===== src/sv/hpt_pkg.sv =====
// ----------------------------------------------------------------------------
// hpt_pkg
// Shared widths, types and reset constants of the homogeneous point transform.
// ----------------------------------------------------------------------------
`default_nettype none

package hpt_pkg;

  localparam int COORD_W    = 32;
  localparam int MAT_REGS   = 8;
  localparam int CFG_IDX_W  = 4;
  localparam int CFG_DATA_W = 64;
  // exact dot product width; holds 3 full products plus the offset term
  localparam int SUM_W      = 66;
  // magnitude of a dot product
  localparam int MAG_W      = SUM_W;
  // divisor 2*|W|
  localparam int B_W        = MAG_W + 1;
  // quotient bits kept before saturation
  localparam int QUOT_W     = 33;

  localparam logic [COORD_W-1:0] SAT_POS = 32'h7FFF_FFFF;
  localparam logic [COORD_W-1:0] SAT_NEG = 32'h8000_0000;

  // identity matrix at 16 fractional bits, register 7 first
  localparam logic [MAT_REGS-1:0][CFG_DATA_W-1:0] MAT_RESET = {
    64'd281474976710656, 64'd0, 64'd65536, 64'd0,
    64'd0, 64'd281474976710656, 64'd0, 64'd65536
  };

  typedef struct packed {
    logic       wz;
    logic [2:0] neg;
    logic [2:0] big;
  } ctl_t;

endpackage

`default_nettype wire


===== src/sv/hpt_div_step.sv =====
// ----------------------------------------------------------------------------
// hpt_div_step
// One restoring division step for the three lanes; retires one quotient bit.
// ----------------------------------------------------------------------------
`default_nettype none

module hpt_div_step import hpt_pkg::*; #(
  parameter int SHIFT = 0,
  parameter int WW    = 101
) (
  input  logic              clk_i,
  input  logic              en_i,
  input  logic [WW-1:0]     rem_i  [3],
  input  logic [QUOT_W-1:0] quot_i [3],
  input  logic [B_W-1:0]    b_i,
  input  ctl_t              ctl_i,
  output logic [WW-1:0]     rem_o  [3],
  output logic [QUOT_W-1:0] quot_o [3],
  output logic [B_W-1:0]    b_o,
  output ctl_t              ctl_o
);

  logic [WW-1:0] bs;
  logic [WW:0]   diff [3];

  assign bs = WW'(b_i) << SHIFT;

  always_comb begin
    for (int i = 0; i < 3; i++) begin
      diff[i] = {1'b0, rem_i[i]} - {1'b0, bs};
    end
  end

  always_ff @(posedge clk_i) begin
    if (en_i) begin
      for (int i = 0; i < 3; i++) begin
        rem_o[i]  <= diff[i][WW] ? rem_i[i] : diff[i][WW-1:0];
        quot_o[i] <= {quot_i[i][QUOT_W-2:0], ~diff[i][WW]};
      end
      b_o   <= b_i;
      ctl_o <= ctl_i;
    end
  end

endmodule

`default_nettype wire


===== config.mk =====
export PLATFORM = sky130hd
export DESIGN_NAME = hpt_div_step
export DESIGN_NICKNAME = d
export VERILOG_FILES = /design/src/sv/hpt_pkg.sv /design/src/sv/hpt_div_step.sv
export SDC_FILE = /design/constraint.sdc
export NUM_CORES = 1
export LEC_CHECK = 0
export ABC_CLOCK_PERIOD_IN_PS = 4900
export BUFFER_PORTS_ARGS = -buffer_cell sky130_fd_sc_hd__buf_2
export CAP_MARGIN = 20
export CORE_AREA = 2 2 376 378
export DETAILED_ROUTE_END_ITERATION = 10
export DIE_AREA = 0 0 378 380
export PLACE_DENSITY = 0.43
export SLEW_MARGIN = 20
export SYNTH_ARGS = -nofsm -noshare
export SYNTH_HDL_FRONTEND = slang
export SYNTH_SLANG_ARGS = --single-unit

===== constraint.sdc =====
create_clock -name clk_i -period 4.9 [get_ports clk_i]
set_clock_uncertainty 0.1 [all_clocks]
set_input_delay 0.49 -clock clk_i [delete_from_list [all_inputs] [get_ports clk_i]]
set_output_delay 0.49 -clock clk_i [all_outputs]
set_load 0.01 [all_outputs]

# Yosys cells after proc, flatten, opt, wreduce, memory -nomap -nowiden
# Index checks and enable logic that the tools add are counted.
dict set report word_totals {
  register_bits 476
  latchBits 0
  ram_bits 0
  romBits 0
  in_bits 478
  output_inout_bits 476
  word_cells 19
  mem_count 0
}
dict set report classes {
  add_sub_neg 3
  multipliers 0
  n_div 0
  order_cmp 0
  eq_ne 0
  shifts 0
  muxes 3
  n_bitwise 3
  n_reduce_logical 0
}
# operator count
set ops {}
lappend ops {{$sub A101 B67 Y102} 3}
lappend ops {{$mux W101} 3}
lappend ops {{$not A1 Y1} 3}

# Longest topological paths before layout
dict set report depth {
  depth_word 2
  mapped_depth 16
  mapped_depth_nobuf 13
}

# Worst setup path after synthesis
# Ideal clock, no wire load.
dict set report synth_timing {
  path_type {input to register}
  from {input port rem_i[89] in the netlist's numbering}
  to {register rem_o[5] in the netlist's numbering (data pin)}
  setup_time_ns 0.253
  arrival_ns 3.555
  t_required_ns 4.547
  slack_ns 0.993
  cell_stages 13
  path_buffers 3
  path_cell_list {or3_4 -> or4_4 -> or4_4 -> or4_4 -> or4_1 -> or2_1 -> nor2_2 -> buf_6 -> inv_4 -> buf_6 -> buf_6 -> nor2_1 -> nor2_1}
}
dict set report synth_between {
  elab_chain_cells 2
}
# item line
set synth_rtl {}
lappend synth_rtl {{start: declaration} hpt_div_step.sv:13} ;# input logic [WW-1:0] rem_i [3],
lappend synth_rtl {{$sub A101 B67 Y102} hpt_div_step.sv:30} ;# diff[i] = {1'b0, rem_i[i]} - {1'b0, bs};
lappend synth_rtl {{$mux W101} hpt_div_step.sv:37} ;# rem_o[i] <= diff[i][WW] ? rem_i[i] : diff[i][WW-1:0];
lappend synth_rtl {{end signal: indexed assignment} hpt_div_step.sv:37}
lappend synth_rtl {{end: declaration} hpt_div_step.sv:17} ;# output logic [WW-1:0] rem_o [3],
# Every way passes these cells.
# A chain may end at the register's enable or synchronous reset.

# Final worst setup path
dict set report layout_timing {
  from {input port b_i[26]}
  to {register rem_o[100] in the netlist's numbering (data pin)}
}
dict set report layout_between {
  elab_chain_cells 2
}
# item line
set layout_rtl {}
lappend layout_rtl {{start: declaration} hpt_div_step.sv:15} ;# input logic [B_W-1:0] b_i,
lappend layout_rtl {{$sub A101 B67 Y102} hpt_div_step.sv:30}
lappend layout_rtl {{$mux W101} hpt_div_step.sv:37}
# Every way passes these cells.

==> summary.md <==
| Metric | Value |
|---|---|
| CTS tree | `built` |
| Critical path capture point type | `flop` |
| Port buffer count | `950` |
| Worst slew pin tran | `0.9458 ns` |
| Min Hold Slack | `0.04165 ns` |
| Synth Instances | `3388` |
| Die ar. | `143600 sq um` |
| Cell Pwr Density | `314.2 nW/um^2` |
| Cell Chain, Critical Path | `dlygate4sd3_1, buf_2, inv_1, ha_1, inv_1, o21bai_1, a21oi_1, a211o_1, a2111oi_0, buf_4, nor2_1, o21ai_0, buf_4, a31oi_1, o311ai_0, buf_4, xnor2_1` |
| Share of layout cells above drive strength 1 | `25.75%` |
| First-pass GRT wire length | `225.2 mm` |
| Critical path arrival | `5.02 ns` |
| Vias in the first global route | `31440` |
| Global-route total usage across every layer | `21.82%` |
| Placeable Area | `139200 sq um` |
| Crit-path max cell delay | `0.64 ns` |
| P_int | `9290 uW` |
| CP dominant cell by count | `buf_4` |
| Combinational power share | `28.6%` |
| Layout area overhead | `37.52%` |
| Sinks on Clock Net | `476` |
| Final min period | `4.675 ns` |
| Min-Delay Path Class | `in2reg` |
| Req. time, crit path | `5.24 ns` |
| Vias | `31600` |
| Largest net degree at the start of global routing | `96` |
| Switching Power | `4573 uW` |
| EDFF count, synth | `476` |
| Share of synthesized registers carrying an async set or reset | `0%` |
| Sequential share of the synthesized area | `44.55%` |
| Synth Register Bits | `476` |
| # IOs | `954` |
| Slowest cell on crit path | `a2111oi_0` |
| Ys flop type | `edfxtp_1` |
| Cell Area, Synth | `32080 sq um` |
| Leakage | `0.01823 uW` |
| Critical Path Source Type | `input port` |
| Starting Density | `23.05%` |
| WL/cell | `25.05 um` |
| Highest Clock Rate | `0.2139 GHz` |
| Post-DP HPWL | `137.4 mm` |
| Post-route antenna net violation count | `0` |
| Die Span X | `378 um` |
| Max VDD drop | `0.3071 mV` |
| Initial antenna violation count | `66` |
| Slew headroom | `36.28%` |
| # setup viols final | `0` |
| Clock share of power | `33.6%` |
| CP Max Fanout | `9` |
| Synth top area cells | `edfxtp_1, ha_1, a21oi_1` |
| Synthesized area per cell | `9.470 sq um` |
| Drt via density | `4.818` |
| Residual overflow from global routing | `0` |
| Max_cap viols | `0` |
| CP Buf/Inv Count | `7` |
| Drt first pass iters | `7` |
| Netlist cell types | `81` |
| Final nets | `5292` |
| Row cnt | `137` |
| Synthesized Nets | `4070` |
| Die extent in y | `380 um` |
| Filler cell count | `14880` |
| CP delay by family, top | `compound AO/OA/AOI/OAI gates` |
| # H-tree levels | `2` |
| Clk buf depth | `3` |
| Cell type with the largest total area after synthesis | `edfxtp_1` |
| Ys Warns | `0` |
| Final hold violation count | `0` |
| Status | `completed` |
| Top-count cell post-synth | `edfxtp_1` |
| Reg power frac | `37.8%` |
| Post-synth top cells | `edfxtp_1, a21oi_1, nor2_1` |
| Worst-path clk slew | `0.06 ns` |
| Slew Limit Fails | `0` |
| Number of cells after detailed placement | `6170` |
| Root Buffer | `clkbuf_16` |
| Initial drt markers | `1968` |
| # DRC | `0` |
| Top cell type's share of synthesized area | `44.55%` |
| Num CTS Buffers | `61` |
| Post-Layout Cell Count | `6559` |
| Final GP Congestion | `0.9229` |
| Post-layout util | `31.70%` |
| Setup repair after global routing missed its margin | `false` |
| WL final | `164.3 mm` |
| CP Class | `in2reg` |
| Total Neg Setup Slack | `0 ns` |
| Switching power share of the total | `32.99%` |
| Final period utilization | `95.41%` |
==> flip-flops by register name (all words and copies together) (netlist names) <==
register / flops
b_o: 67
ctl_o: 7
quot_o: 99
rem_o: 303
==> power groups by stage <==
stage	combinational [uW]	sequential (uW)	clock, uW
6_report	3960	5240	4660
5_1_grt	4300	5290	4930
3_5_place_dp	3810	5330	0
2_1_floorplan	1710	5560	0
4_1_cts	4010	5250	4810
3_3_place_gp	3830	5330	0
==> stage by stage <==
stage / area [sq um] / power [uW] / worst slack, ns
after floorplan: 32080 / 7269 / 0.9927
after global placement: 39490 / 9156 / -0.2023
after detailed placement: 39490 / 9143 / -0.2489
after CTS: 44060 / 14070 / 0.1501
after global routing: 44100 / 14520 / 0.1053
final: 44120 / 13860 / 0.2250
==> final cells by class <==
cell class              count  area (sq um)  share of cell area (%)
repair buffers           1310          8213                   18.61
clock inverters            41         444.2                   1.007
clock buffers              72          1589                   3.601
diodes                     23         57.56                  0.1304
flip-flops and latches    476         14290                   32.40
well taps                1876          2347                   5.320
multi-input cells        2630         16680                   37.81
inverters                 131         495.5                   1.123
==> worst paths after layout <==
kind,slack (ns),startpoint,depth (start not counted),to
hold / removal,0.04,b_i[45],1,b_o[45]
setup / recovery,0.23,b_i[26],17,rem_o[100]
==> metal layers <==
metal | track usage (%) | wire, um
met3 | 5.704 | 12830
met4 | 8.337 | 6602
met2 | 39.98 | 84110
met5 | 0 | 304
met1 | 23.77 | 60480
==> layout by cell type (no fill, tap or decap), drive strengths merged, types with 49 or more instances in the layout <==
cell type | netlist | final
a21o | 92 | 92
a21oi | 441 | 441
buf | 17 | 1057
clkbuf | 134 | 72
dlygate4sd3 | 0 | 253
edfxtp | 476 | 476
ha | 201 | 201
inv | 131 | 133
nand2 | 288 | 288
nand3 | 56 | 56
nand4 | 94 | 94
nor2 | 361 | 361
nor3 | 82 | 82
nor4 | 49 | 49
o21ai | 183 | 183
xnor2 | 149 | 149
xor2 | 137 | 137
==> what timing repair did <==
item,4_1_cts,5_1_grt
setup buffers,0,0
hold endpoints to repair,253,0
setup endpoints to repair,0,1
hold buffers,253,0
resized for setup,0,1
==> cells by family after synthesis <==
kind of cell	after synthesis	share of synthesized area (%)
flops	476	44.55
simple gates	1140	17.06
xor+xnor	286	7.807
compound gates	985	18.53
buf+inv	282	3.502
mux	15	0.5226
fa+ha+maj	204	8.026
Note: power is estimated with default switching activity, not from simulation.
