--- src/sv/hpt_pkg.sv ---
// ----------------------------------------------------------------------------
// hpt_pkg
// Shared widths, types and reset constants of the homogeneous point transform.
// ----------------------------------------------------------------------------
`default_nettype none

package hpt_pkg;

  localparam int COORD_W    = 32;
  localparam int MAT_REGS   = 8;
  localparam int CFG_IDX_W  = 4;
  localparam int CFG_DATA_W = 64;
  // exact dot product width; holds 3 full products plus the offset term
  localparam int SUM_W      = 66;
  // magnitude of a dot product
  localparam int MAG_W      = SUM_W;
  // divisor 2*|W|
  localparam int B_W        = MAG_W + 1;
  // quotient bits kept before saturation
  localparam int QUOT_W     = 33;

  localparam logic [COORD_W-1:0] SAT_POS = 32'h7FFF_FFFF;
  localparam logic [COORD_W-1:0] SAT_NEG = 32'h8000_0000;

  // identity matrix at 16 fractional bits, register 7 first
  localparam logic [MAT_REGS-1:0][CFG_DATA_W-1:0] MAT_RESET = {
    64'd281474976710656, 64'd0, 64'd65536, 64'd0,
    64'd0, 64'd281474976710656, 64'd0, 64'd65536
  };

  typedef struct packed {
    logic       wz;
    logic [2:0] neg;
    logic [2:0] big;
  } ctl_t;

endpackage

`default_nettype wire

--- src/sv/hpt_final.sv ---
// ----------------------------------------------------------------------------
// hpt_final
// Output register: sign, saturation and the zero-w override.
// ----------------------------------------------------------------------------
`default_nettype none

module hpt_final import hpt_pkg::*; (
  input  logic                      clk_i,
  input  logic                      en_i,
  input  logic [QUOT_W-1:0]         quot_i [3],
  input  ctl_t                      ctl_i,
  output logic signed [COORD_W-1:0] out_o [3],
  output logic                      w_zero_o,
  output logic                      overflow_o
);

  logic [COORD_W-1:0] val [3];
  logic [2:0]         sat;

  always_comb begin
    for (int i = 0; i < 3; i++) begin
      if (ctl_i.neg[i]) begin
        sat[i] = ctl_i.big[i] || (quot_i[i] > QUOT_W'(SAT_NEG));
        val[i] = sat[i] ? SAT_NEG : COORD_W'(-quot_i[i]);
      end else begin
        sat[i] = ctl_i.big[i] || (quot_i[i] > QUOT_W'(SAT_POS));
        val[i] = sat[i] ? SAT_POS : quot_i[i][COORD_W-1:0];
      end
    end
  end

  always_ff @(posedge clk_i) begin
    if (en_i) begin
      for (int i = 0; i < 3; i++) begin
        out_o[i] <= ctl_i.wz ? '0 : $signed(val[i]);
      end
      w_zero_o   <= ctl_i.wz;
      overflow_o <= ~ctl_i.wz & (|sat);
    end
  end

endmodule

`default_nettype wire

--- config.mk ---
export PLATFORM = sky130hd
export DESIGN_NAME = hpt_final
export DESIGN_NICKNAME = d
export VERILOG_FILES = /design/src/sv/hpt_pkg.sv /design/src/sv/hpt_final.sv
export SDC_FILE = /design/constraint.sdc
export NUM_CORES = 1
export LEC_CHECK = 0
export BUFFER_PORTS_ARGS = -buffer_cell sky130_fd_sc_hd__buf_2
export CAP_MARGIN = 20
export CORE_MARGIN = 2
export CORE_UTILIZATION = 32
export CTS_BUF_LIST = sky130_fd_sc_hd__clkbuf_8 sky130_fd_sc_hd__clkbuf_16
export DETAILED_ROUTE_END_ITERATION = 7
export SLEW_MARGIN = 10
export SYNTH_ARGS = -nofsm -noshare
export SYNTH_HDL_FRONTEND = slang
export SYNTH_SLANG_ARGS = --single-unit
export TNS_END_PERCENT = 20
--- constraint.sdc ---
create_clock -name clk_i -period 2.6 [get_ports clk_i]
set_clock_uncertainty 0.1 [all_clocks]
set_input_delay 0.13 -clock clk_i [delete_from_list [all_inputs] [get_ports clk_i]]
set_output_delay 0.13 -clock clk_i [all_outputs]
set_load 0.05 [all_outputs]
# Word-level counts from Yosys, hierarchy flattened
# Index checks and enable logic that the tools add are counted.
[word_totals]
reg_bits = 98
wordCells = 35
out_inout_bits = 98
[op_classes]
mux = 12
order_cmp = 6
addsub = 3
n_bitwise = 2
n_reduce_logical = 7
[op_table]
columns = ["op", "n"]
rows = [
  ["2-to-1 mux 32 bit", 9],
  ["> comparator 33 x 31 -> 1 bit (second input constant)", 3],
  ["> comparator 33 x 32 -> 1 bit (second input constant)", 3],
  ["negation 32 bit", 3],
  ["logical OR 1 bit", 6],
  ["2-to-1 mux 1 bit", 3],
  ["OR reduction 3 bit", 1],
  ["AND 1 bit", 1],
  ["NOT 1 bit", 1],
]

# Logic depth before layout (Yosys ltp)
# Gate-level depths: netlist of run 1.
[depth]
depth_word = 5
mapped_depth = 10
mapped_depth_nobuf = 8

# Worst setup path before layout of run 1
# OpenSTA, ideal clock, no wires.
[synth_path]
path_type = "in2reg"
from = "input port quot_i[33] (netlist name)"
to = "register out_o[50] (netlist name), data pin"
n_path_buf = 1
arrival_ps = 2176
setup_ps = 152
slack_ps = 172
cell_stages = 9
cell_sequence = "inv_1 -> ha_1 -> or3b_2 -> nor4_1 -> and4_1 -> o21ai_1 -> buf_2 -> or3_1 -> a31oi_1"
[synth_between]
elab_chain_len = 4
[synth_rtl]
columns = ["element", "line_no", "text"]
rows = [
  ["from (decl)", "hpt_final.sv:10", "input logic [QUOT_W-1:0] quot_i [3],"],
  ["> comparator 33 x 31 -> 1 bit / > comparator 33 x 32 -> 1 bit (equally long branches)", "hpt_final.sv:26, hpt_final.sv:23", ""],
  ["logical OR 1 bit (on tied branches)", "hpt_final.sv:26, hpt_final.sv:23", ""],
  ["2-to-1 mux 32 bit (on tied branches)", "hpt_final.sv:27, hpt_final.sv:24", ""],
  ["2-to-1 mux 32 bit (*)", "hpt_final.sv:22", "if (ctl_i.neg[i]) begin"],
  ["to (signal, indexed assignment)", "hpt_final.sv:35", "out_o[i] <= ctl_i.wz ? '0 : $signed(val[i]);"],
  ["to (decl)", "hpt_final.sv:12", "output logic signed [COORD_W-1:0] out_o [3],"],
]
# Mark *: on every way between the ends. The rest lies on a longest branch, timed or not.
# A chain may end at the register's enable or synchronous reset.

# Worst setup path in the final report of run 1
[layout_path]
from = "input port quot_i[33] (netlist name)"
to = "register out_o[42] (netlist name), data pin"
# The elaborated chain is that of the path after synthesis.

==> load_flow_metrics.sql, run 1 <==
INSERT INTO impl_metrics (metric_group, metric, value, unit) VALUES
('status', 'status', 'complete, no violations', ''),
('cts', 'cts.path.max_buffers', '2', ''),
('logic_synthesis', 'mapped_area', '6910', 'µm²'),
('pwr', 'intPower', '3.11', 'mW'),
('finish', 'design_area', '9230', 'µm²'),
('worst_hold_path', 'worst_hold_stages', '2', ''),
('cts', 'clock_sinks', '98', ''),
('global_routing', 'largest_net_degree_at_the_start_of_global_routing', '93', ''),
('placed_design', 'place_area', '8900', 'µm²'),
('logic_synthesis', 'ys_types', '69', ''),
('critical_path', 'cp.required', '2680', 'ps'),
('cts', 'post_cts_resized', '0', ''),
('floorplanning', 'starting_utilization_of_the_core_area', '32.8', '%'),
('cts', 'clock_tree.root_cell', 'clkbuf_16', ''),
('timing', 'final_slew_viol_count', '0', ''),
('finish', 'syn2layout_area_growth', '33.6', '%'),
('cts', 'cts_setup_buffers', '0', ''),
('timing', 'setup_viol', '0', ''),
('logic_synthesis', 'synth.top_cells.by_area', 'edfxtp_1 (43%), a21oi_1 (4.6%), or3_1 (4.0%)', ''),
('detailed_routing', 'routedWlPerCell', '18.9', 'µm'),
('floorplanning', 'number_of_rows_created_at_floorplan', '53', ''),
('detailed_routing', 'remaining_drc_errors', '0', ''),
('cts', 'cts.htree.levels', '3', ''),
('cts', 'clkTransAtPathRegs', '80', 'ps'),
('logic_synthesis', 'synth_largest_type_area_fraction', '42.6', '%'),
('critical_path', 'critPathLaunchType', 'input pin', ''),
('worst_hold_path', 'worstHoldPathType', 'input pin to flip-flop', ''),
('detailed_routing', 'drt_pass1_iterations', '5', ''),
('logic_synthesis', 'synth_commonest_cells', 'edfxtp_1 (98), nand2_1 (69), a21oi_1 (63)', ''),
('timing', 'worst_pin_slew', '785', 'ps'),
('detailed_routing', 'via_count', '7749', ''),
('critical_path', 'critical_path.max_fanout', '8', ''),
('pwr', 'power_per_cell_area', '517', 'nW/µm²'),
('worst_hold_path', 'hold_start', 'quot_i[76]', ''),
('detailed_routing', 'via_per_inst', '5.82', ''),
('critical_path', 'cp.arrival', '2560', 'ps'),
('floorplanning', 'ioPinCount', '206', ''),
('placed_design', 'port-buffer-count', '205', ''),
('finish', 'regArea', '2940', 'µm²'),
('finish', 'antenna-diode-count', '0', ''),
('floorplanning', 'die_area', '22800', 'µm²'),
('floorplanning', 'core-area', '21100', 'µm²'),
('logic_synthesis', 'synth_seq_cells', '98', ''),
('timing', 'rsz0062_at_grt', 'false', ''),
('pwr', 'clock_power_share', '31.7', '%'),
('logic_synthesis', 'most_frequent_cell_after_synthesis', 'edfxtp_1', ''),
('timing', 'timing_hold_violations_final', '0', ''),
('global_routing', 'grt_remaining_overflow', '0', ''),
('critical_path', 'cp-end-kind', 'flip-flop', ''),
('cts', 'cts_tree', 'built', ''),
('pwr', 'total_leakage_power', '3.41', 'nW'),
('critical_path', 'worstSetupStartpoint', 'quot_i[33]', ''),
('global_routing', 'wire_length_of_the_first_global_routing_pass', '38700', 'µm'),
('placed_design', 'post_place_setup_slack', '-204', 'ps'),
('detailed_routing', 'dr.first_iter.drc_count', '576', ''),
('floorplanning', 'die_width', '151', 'µm'),
('detailed_routing', 'postRouteWirelength', '25200', 'µm'),
('timing', 'timing.final.crit_period', '2480', 'ps'),
('placed_design', 'routabilityCongestion', '0.903', ''),
('finish', 'multi_input_area', '3670', 'µm²'),
('logic_synthesis', 'synth-main-ff-cell', 'edfxtp_1', ''),
('logic_synthesis', 'synth_top_area_cell', 'edfxtp_1', ''),
('logic_synthesis', 'yosysSeqAreaShare', '42.6', '%'),
('pwr', 'power_frac_comb', '27.7', '%'),
('finish', 'layout_cells_sized_above_1', '33.8', '%'),
('timing', 'postLayoutSetupSlackWorst', '124', 'ps'),
('placed_design', 'dpl.hpwl', '18600', 'µm'),
('pwr', 'power_switching_share', '34.9', '%'),
('logic_synthesis', 'synth_enable_flop_cells', '98', ''),
('finish', 'layout.nets', '1165', ''),
('timing', 'finalCritPeriodShare', '95.2', '%');
## metrics by stage
stage / total power, mW / TNS [ps] / utilization [%] / std cells
after floorplan: 2.76 / 0 / - / 776
after global placement: 3.29 / -695 / 42.2 / 1315
after detailed placement: 3.29 / -1080 / 42.2 / 1315
after CTS: 4.81 / 0 / 43.8 / 1331
after global routing: 4.96 / 0 / 43.8 / 1331
final: 4.77 / 0 / 43.8 / 1331
## power by group through the flow
stage	clock network, mW	logic [mW]	registers (mW)
2_1_floorplan	0	0.298	2.46
3_3_place_gp	0	1.31	1.98
3_5_place_dp	0	1.31	1.98
4_1_cts	1.55	1.32	1.94
5_1_grt	1.61	1.40	1.95
6_report	1.51	1.32	1.94
## routing by layer
layer / vias to the layer above / wire [µm] / GRT usage [%]
li1: 3647 / - / -
met1: 3690 / 11100 / 30.0
met2: 366 / 11800 / 34.8
met3: 46 / 1690 / 3.13
met4: 0 / 572 / 7.34
met5: - / 0 / 0
## flip-flops by register name, indices dropped and copies added, names as in the netlist
signal,cells
out_o,96
overflow_o,1
w_zero_o,1
## layout by cell type (no fill, tap or decap), types with 3 or more instances in the layout
master | netlist | layout
buf_2 | 4 | 204
buf_4 | 1 | 107
edfxtp_1 | 98 | 98
nand2_1 | 69 | 69
a21oi_1 | 63 | 63
nor2_1 | 47 | 47
nor3_1 | 47 | 47
or3_1 | 44 | 44
o21ai_0 | 40 | 40
a31oi_1 | 37 | 37
nor4_1 | 32 | 32
nand4_1 | 31 | 31
nand3_1 | 23 | 23
inv_1 | 20 | 20
a21o_1 | 15 | 15
or4_1 | 14 | 14
a311o_1 | 11 | 11
or2_2 | 10 | 10
a311oi_1 | 10 | 10
a211oi_1 | 10 | 10
nand2b_1 | 9 | 9
clkbuf_16 | 0 | 9
nand4b_1 | 7 | 7
nand3b_1 | 7 | 7
ha_1 | 6 | 6
and4_1 | 4 | 4
o31a_1 | 4 | 4
o21ai_1 | 4 | 4
o31ai_1 | 4 | 4
a2111oi_0 | 4 | 4
a221oi_1 | 4 | 4
a41oi_1 | 3 | 3
a21boi_0 | 3 | 3
clkinvlp_4 | 0 | 3
## worst max-delay path, stage by stage
cell      delay, ps
buf_2           100
inv_1            50
ha_1            170
or3b_2          470
nor4_1          290
buf_4           180
and4_1          210
o21ai_1         220
buf_4           250
or4_1           390
o311ai_1         90
## kinds of logic (layout without fill, tap and decap cells)
logic type,count (synthesis),after routing,share of synthesized area [%]
simple gates,366,366,29.4
buf+inv,70,350,4.26
compound gates,233,233,22.2
xor+xnor,2,2,0.254
mux,1,1,0.163
flops,98,98,42.6
fa+ha+maj,6,6,1.09
## worst max-delay path by stage
stage	endpoint	depth (start not counted)
3_3_place_gp	out_o[42]	11
6_report	out_o[42]	11
3_5_place_dp	out_o[42]	11
5_1_grt	out_o[42]	11
4_1_cts	out_o[42]	11
2_1_floorplan	out_o[50]	9
## area by class of cell
cell class                      instances  area share, %
Clock buffer                            9           2.44
Clock inverter                          7           1.08
Inverter                               21          0.854
Multi-Input combinational cell        608           39.8
Sequential cell                        98           31.9
Tap cell                              275           3.73
Timing Repair Buffer                  313           20.2
(Power assumes the default switching activity.)
==> run 2, diff against run 1 <==
Settings changed: CTS_BUF_LIST sky130_fd_sc_hd__clkbuf_8 sky130_fd_sc_hd__clkbuf_16 to sky130_fd_sc_hd__clkbuf_8.
==> run 2 against run 1 <==
  * Global-route usage decreased by 0.13 points
  * Sequential power about the same
  * Count of clock-buffer cells in the layout unchanged
  * First-iteration DRC count decreased by 0.69%
  * Wire length decreased by 0.61%
  * Via count about the same
  * Flip-flop and latch count unchanged
  * Critical endpoint unchanged
  * Largest cell class unchanged
  * Largest power group unchanged
==> load_flow_metrics.sql, run 2 (synthesis results as in run 1) <==
INSERT INTO impl_metrics (metric_group, metric, value, unit) VALUES
('status', 'status', 'complete, no violations', ''),
('detailed_routing', 'remaining_drc_errors', '0', ''),
('detailed_routing', 'postRouteWirelength', '25000', 'µm'),
('finish', 'layout_cells_sized_above_1', '33.8', '%'),
('pwr', 'power.total', '4.42', 'mW'),
('cts', 'clkTransAtPathRegs', '110', 'ps'),
('cts', 'cts_tree', 'built', ''),
('finish', 'largest_register_ff_count', '96', ''),
('cts', 'post_cts_resized', '0', ''),
('finish', 'layout.nets', '1165', ''),
('pwr', 'max-vdd-ir-drop', '0.266', 'mV'),
('floorplanning', 'core-area', '21100', 'µm²'),
('worst_hold_path', 'whs_endpoint', 'out_o[74]', ''),
('pwr', 'clock_power_share', '26.4', '%'),
('placed_design', 'place.detailed.instances', '1315', ''),
('timing', 'timing_hold_violations_final', '0', ''),
('finish', 'most-common-layout-cells', 'buf_2 (204), buf_4 (107), edfxtp_1 (98)', ''),
('cts', 'cts_hold_repair.buffers', '0', ''),
('flow_run', 'max_cap_violations', '0', ''),
('timing', 'postLayoutSetupSlackWorst', '168', 'ps'),
('global_routing', 'antenna_found_initial', '0', ''),
('finish', 'antenna-diode-count', '0', ''),
('critical_path', 'critPathLaunchType', 'input pin', ''),
('floorplanning', 'starting_utilization_of_the_core_area', '32.8', '%'),
('detailed_routing', 'routedWlPerCell', '18.8', 'µm'),
('timing', 'worst_pin_slew', '808', 'ps'),
('critical_path', 'criticalPathCategory', 'input pin to flip-flop', ''),
('global_routing', 'largest_net_degree_at_the_start_of_global_routing', '93', ''),
('pwr', 'power_switching_share', '36.6', '%'),
('global_routing', 'grt_remaining_overflow', '0', ''),
('detailed_routing', 'via_per_inst', '5.82', ''),
('timing', 'fin_hold_ws', '46.3', 'ps'),
('pwr', 'total_leakage_power', '3.37', 'nW'),
('finish', 'final_core_util', '43.3', '%'),
('finish', 'registers.top_by_ff_count', 'out_o', ''),
('timing', 'final_slew_viol_count', '0', ''),
('detailed_routing', 'via_count', '7742', ''),
('critical_path', 'cp.arrival', '2540', 'ps'),
('floorplanning', 'die_area', '22800', 'µm²'),
('pwr', 'power_per_cell_area', '485', 'nW/µm²'),
('pwr', 'power.share.sequential', '43.8', '%'),
('pwr', 'intPower', '2.80', 'mW'),
('floorplanning', 'floorplan.die.height', '151', 'µm'),
('timing', 'setup_tns', '0', 'ps'),
('timing', 'timing.final.crit_period', '2430', 'ps'),
('placed_design', 'post_place_setup_slack', '-204', 'ps'),
('global_routing', 'wire_length_of_the_first_global_routing_pass', '38500', 'µm'),
('timing', 'setup_viol', '0', ''),
('cts', 'cts.path.max_buffers', '2', ''),
('placed_design', 'dpl.hpwl', '18600', 'µm'),
('finish', 'layout.cells.most_common', 'buf_2', ''),
('critical_path', 'cp-end-kind', 'flip-flop', ''),
('pwr', 'power_frac_comb', '29.8', '%'),
('timing', 'slew-limit-headroom', '46.1', '%'),
('finish', 'layout_top_registers', 'out_o: 96 flops, overflow_o: 1 flops, w_zero_o: 1 flops', ''),
('finish', 'syn2layout_area_growth', '32.1', '%'),
('placed_design', 'place_area', '8900', 'µm²'),
('cts', 'clock_sinks', '98', ''),
('critical_path', 'cp.required', '2710', 'ps'),
('floorplanning', 'die_width', '151', 'µm'),
('worst_hold_path', 'worst_hold_stages', '2', ''),
('finish', 'design_area', '9130', 'µm²'),
('finish', 'final_cell_count_no_fill', '1331', ''),
('worst_hold_path', 'hold_start', 'quot_i[76]', ''),
('cts', 'cts-buffers-inserted', '9', ''),
('detailed_routing', 'drt_pass1_iterations', '5', ''),
('placed_design', 'port-buffer-count', '205', ''),
('timing', 'fmaxAchievable', '411', 'MHz'),
('critical_path', 'critical_path.max_fanout', '8', ''),
('timing', 'finalCritPeriodShare', '93.5', '%'),
('cts', 'cts_setup_buffers', '0', ''),
('pwr', 'net-switching-power', '1.62', 'mW'),
('cts', 'cts.htree.levels', '3', ''),
('floorplanning', 'ioPinCount', '206', ''),
('floorplanning', 'number_of_rows_created_at_floorplan', '53', ''),
('global_routing', 'grt.total_usage', '21.5', '%'),
('cts', 'clock_tree.root_cell', 'clkbuf_8', ''),
('global_routing', 'number_of_global_route_vias_before_repair', '7099', ''),
('placed_design', 'routabilityCongestion', '0.903', ''),
('detailed_routing', 'dr.first_iter.drc_count', '572', ''),
('detailed_routing', 'antenna_left', '0', ''),
('worst_hold_path', 'worstHoldPathType', 'input pin to flip-flop', ''),
('timing', 'rsz0062_at_grt', 'false', '');
==> run 2: cell counts in the layout (fill, tap and decap cells not counted) <==
No cell type changed its count.
==> run 2: worst max path at each step <==
| stage | end | slack, ps | depth (start not counted) | start |
|---|---|---|---|---|
| final | out_o[42] | 170 | 11 | quot_i[33] |
| after global routing | out_o[42] | 110 | 11 | quot_i[33] |
| after CTS | out_o[42] | 210 | 11 | quot_i[33] |
| after detailed placement | out_o[42] | -200 | 11 | quot_i[33] |
| after global placement | out_o[42] | -170 | 11 | quot_i[33] |
| after floorplan | out_o[50] | 170 | 9 | quot_i[33] |
==> run 2: per-layer routing <==
metal  wire (µm)  share of wire [%]  global-route usage (%)
met2       11700                 47                    34.8
met4         481                1.9                    6.21
met5           0                  0                       0
met3        1920                7.6                    3.49
met1       10900                 44                    29.9
==> run 2: power groups by stage <==
stage / registers, mW / clock network (mW) / logic (mW)
global placement: 1.98 / 0 / 1.31
CTS: 1.94 / 1.20 / 1.32
floorplan: 2.46 / 0 / 0.298
detailed placement: 1.98 / 0 / 1.31
global route: 1.95 / 1.26 / 1.40
finish: 1.94 / 1.17 / 1.32
==> run 2: worst max-delay path, cell delays in order <==
cell	delay, ps
buf_2	100
inv_1	50
ha_1	170
or3b_2	470
nor4_1	290
buf_4	170
and4_1	210
o21ai_1	210
buf_4	250
or4_1	390
o311ai_1	90
==> run 2: final cells by class <==
type	instances	area [µm²]
Fill cell	2128	12000
Multi-Input combinational cell	608	3670
Sequential cell	98	2940
Timing Repair Buffer	313	1860
Tap cell	275	344
Clock buffer	9	124
Clock inverter	7	100
Inverter	21	78.8
==> run 3, diff against run 2 <==
Settings changed: HOLD_SLACK_MARGIN from default to 0.15.
==> run 3 against run 2 <==
  * Critical path type unchanged
  * The flow now finishes with violations (negative setup slack)
  * Sequential share of layout area down 2.9 points
  * Cell count grew 5.8%
  * Clock power hardly changed
==> load_flow_metrics.sql, run 3 (synthesis results as in run 1) <==
INSERT INTO impl_metrics (metric_group, metric, value, unit) VALUES
('critical_path', 'cp.arrival', '2640', 'ps'),
('pwr', 'power.total', '4.54', 'mW'),
('timing', 'slew-limit-headroom', '44.3', '%'),
('placed_design', 'dpl.hpwl', '18600', 'µm'),
('detailed_routing', 'via_count', '8070', ''),
('finish', 'registers.top_by_ff_count', 'out_o', ''),
('finish', 'antenna-diode-count', '0', ''),
('cts', 'clkTransAtPathRegs', '110', 'ps'),
('detailed_routing', 'drt_pass1_iterations', '5', ''),
('critical_path', 'critical_path.max_fanout', '8', ''),
('critical_path', 'cp-endpoint', 'out_o[86]', ''),
('pwr', 'max-vdd-ir-drop', '0.268', 'mV'),
('cts', 'cts.path.max_buffers', '2', ''),
('global_routing', 'number_of_global_route_vias_before_repair', '7515', ''),
('status', 'status', 'finished with violations', ''),
('timing', 'setup_viol', '1', ''),
('placed_design', 'place.detailed.instances', '1315', ''),
('detailed_routing', 'postRouteWirelength', '26400', 'µm'),
('floorplanning', 'floorplan.die.height', '151', 'µm'),
('floorplanning', 'die_area', '22800', 'µm²'),
('floorplanning', 'die_width', '151', 'µm'),
('timing', 'finalCritPeriodShare', '100', '%'),
('timing', 'fin_hold_ws', '173', 'ps'),
('cts', 'clock_sinks', '98', ''),
('cts', 'clock_tree.root_cell', 'clkbuf_8', ''),
('cts', 'cts_tree', 'built', ''),
('global_routing', 'antenna_found_initial', '0', ''),
('finish', 'largest_register_ff_count', '96', ''),
('global_routing', 'grt.total_usage', '22.5', '%'),
('floorplanning', 'starting_utilization_of_the_core_area', '32.8', '%'),
('critical_path', 'worstSetupStartpoint', 'quot_i[76]', ''),
('detailed_routing', 'remaining_drc_errors', '0', ''),
('global_routing', 'largest_net_degree_at_the_start_of_global_routing', '93', ''),
('timing', 'timing.final.crit_period', '2600', 'ps'),
('pwr', 'total_leakage_power', '3.79', 'nW'),
('global_routing', 'grt-busiest-layer', 'met2', ''),
('pwr', 'power_per_cell_area', '453', 'nW/µm²'),
('critical_path', 'critPathLaunchType', 'input pin', ''),
('finish', 'syn2layout_area_growth', '45.2', '%'),
('flow_run', 'max_cap_violations', '0', ''),
('finish', 'filler_cell_count', '2041', ''),
('cts', 'cts.htree.levels', '3', ''),
('placed_design', 'post_place_setup_slack', '-204', 'ps'),
('finish', 'layout_top_registers', 'out_o: 96 flops, overflow_o: 1 flops, w_zero_o: 1 flops', ''),
('timing', 'final_slew_viol_count', '0', ''),
('cts', 'cts-buffers-inserted', '9', ''),
('floorplanning', 'ioPinCount', '206', ''),
('timing', 'timing_hold_violations_final', '0', ''),
('critical_path', 'criticalPathCategory', 'input pin to flip-flop', ''),
('global_routing', 'grt_remaining_overflow', '0', ''),
('global_routing', 'wire_length_of_the_first_global_routing_pass', '40200', 'µm'),
('timing', 'rsz0062_at_grt', 'true', ''),
('finish', 'multi_input_area', '3790', 'µm²'),
('detailed_routing', 'antenna_left', '0', ''),
('finish', 'regArea', '2940', 'µm²'),
('critical_path', 'cp.required', '2630', 'ps'),
('timing', 'worst_pin_slew', '835', 'ps'),
('timing', 'postLayoutSetupSlackWorst', '-4.74', 'ps'),
('detailed_routing', 'routedWlPerCell', '18.7', 'µm'),
('detailed_routing', 'via_per_inst', '5.73', ''),
('critical_path', 'cp-end-kind', 'flip-flop', ''),
('finish', 'final_cell_count_no_fill', '1408', ''),
('timing', 'setup_tns', '-4.74', 'ps'),
('placed_design', 'port-buffer-count', '205', ''),
('detailed_routing', 'dr.first_iter.drc_count', '592', ''),
('global_routing', 'groute.layer.met2.usage', '37.2', '%'),
('placed_design', 'routabilityCongestion', '0.903', ''),
('timing', 'fmaxAchievable', '384', 'MHz'),
('floorplanning', 'number_of_rows_created_at_floorplan', '53', ''),
('floorplanning', 'core-area', '21100', 'µm²'),
('status', 'violations', 'negative setup slack', ''),
('finish', 'layout_cells_sized_above_1', '33.4', '%'),
('finish', 'most-common-layout-cells', 'buf_2 (200), buf_4 (112), edfxtp_1 (98)', ''),
('finish', 'layout.cells.most_common', 'buf_2', ''),
('finish', 'layout.nets', '1242', ''),
('worst_hold_path', 'worstHoldPathType', 'input pin to flip-flop', ''),
('global_routing', 'grt_use_met3', '3.61', '%'),
('global_routing', 'groute.layer.met1.usage', '30.5', '%');
-- run 3: worst max-delay path, stage by stage --
cell           delay [ps]
dlygate4sd3_1         530
buf_2                 160
or3_1                 360
or3_4                 360
buf_4                 160
nor4_1                530
nor4_1                 90
a311o_1               330
-- run 3: metrics by stage --
stage | instance area [µm²] | utilization (%)
floorplan | 6910 | -
global placement | 8900 | 42.2
detailed placement | 8900 | 42.2
CTS | 9880 | 46.8
global route | 10000 | 47.5
finish | 10000 | 47.5
-- run 3: worst min-delay path by stage --
stage                           from        end  depth (start not counted)
final                     quot_i[47]  out_o[46]                          4
after global routing      quot_i[52]  out_o[51]                          3
after CTS                 quot_i[47]  out_o[46]                          4
after detailed placement  quot_i[88]  out_o[86]                          2
after global placement    quot_i[60]  out_o[59]                          2
after floorplan             ctl_i[6]   w_zero_o                          0
-- run 3: repair_timing --
item / 4_1_cts / 5_1_grt
hold endpoints to repair: 97 / 0
resized for setup: 0 / 29
buffers inserted: 0 / 5
setup endpoints to repair: 0 / 55
hold buffers: 75 / 0
-- run 3: area by class of cell --
class | instances | area share (%)
multi-input cells | 609 | 37.8
flip-flops and latches | 98 | 29.3
repair buffers | 389 | 26.4
well taps | 275 | 3.43
clock buffers | 9 | 1.24
clock inverters | 7 | 0.998
inverters | 21 | 0.786
-- run 3: power by group --
| group | internal [mW] | switching (mW) | total, mW |
|---|---|---|---|
| Combinational | 0.434 | 0.995 | 1.43 |
| Sequential | 1.90 | 0.0406 | 1.94 |
| Clock | 0.550 | 0.623 | 1.17 |
| Total | 2.88 | 1.66 | 4.54 |
-- run 3: metal layers --
| layer | routed length [µm] | up-vias | part of all wire [%] |
|---|---|---|---|
| li1 | - | 3802 | - |
| met4 | 489 | 0 | 1.9 |
| met1 | 11400 | 3853 | 43 |
| met5 | 0 | - | 0 |
| met3 | 1820 | 48 | 6.9 |
| met2 | 12700 | 367 | 48 |
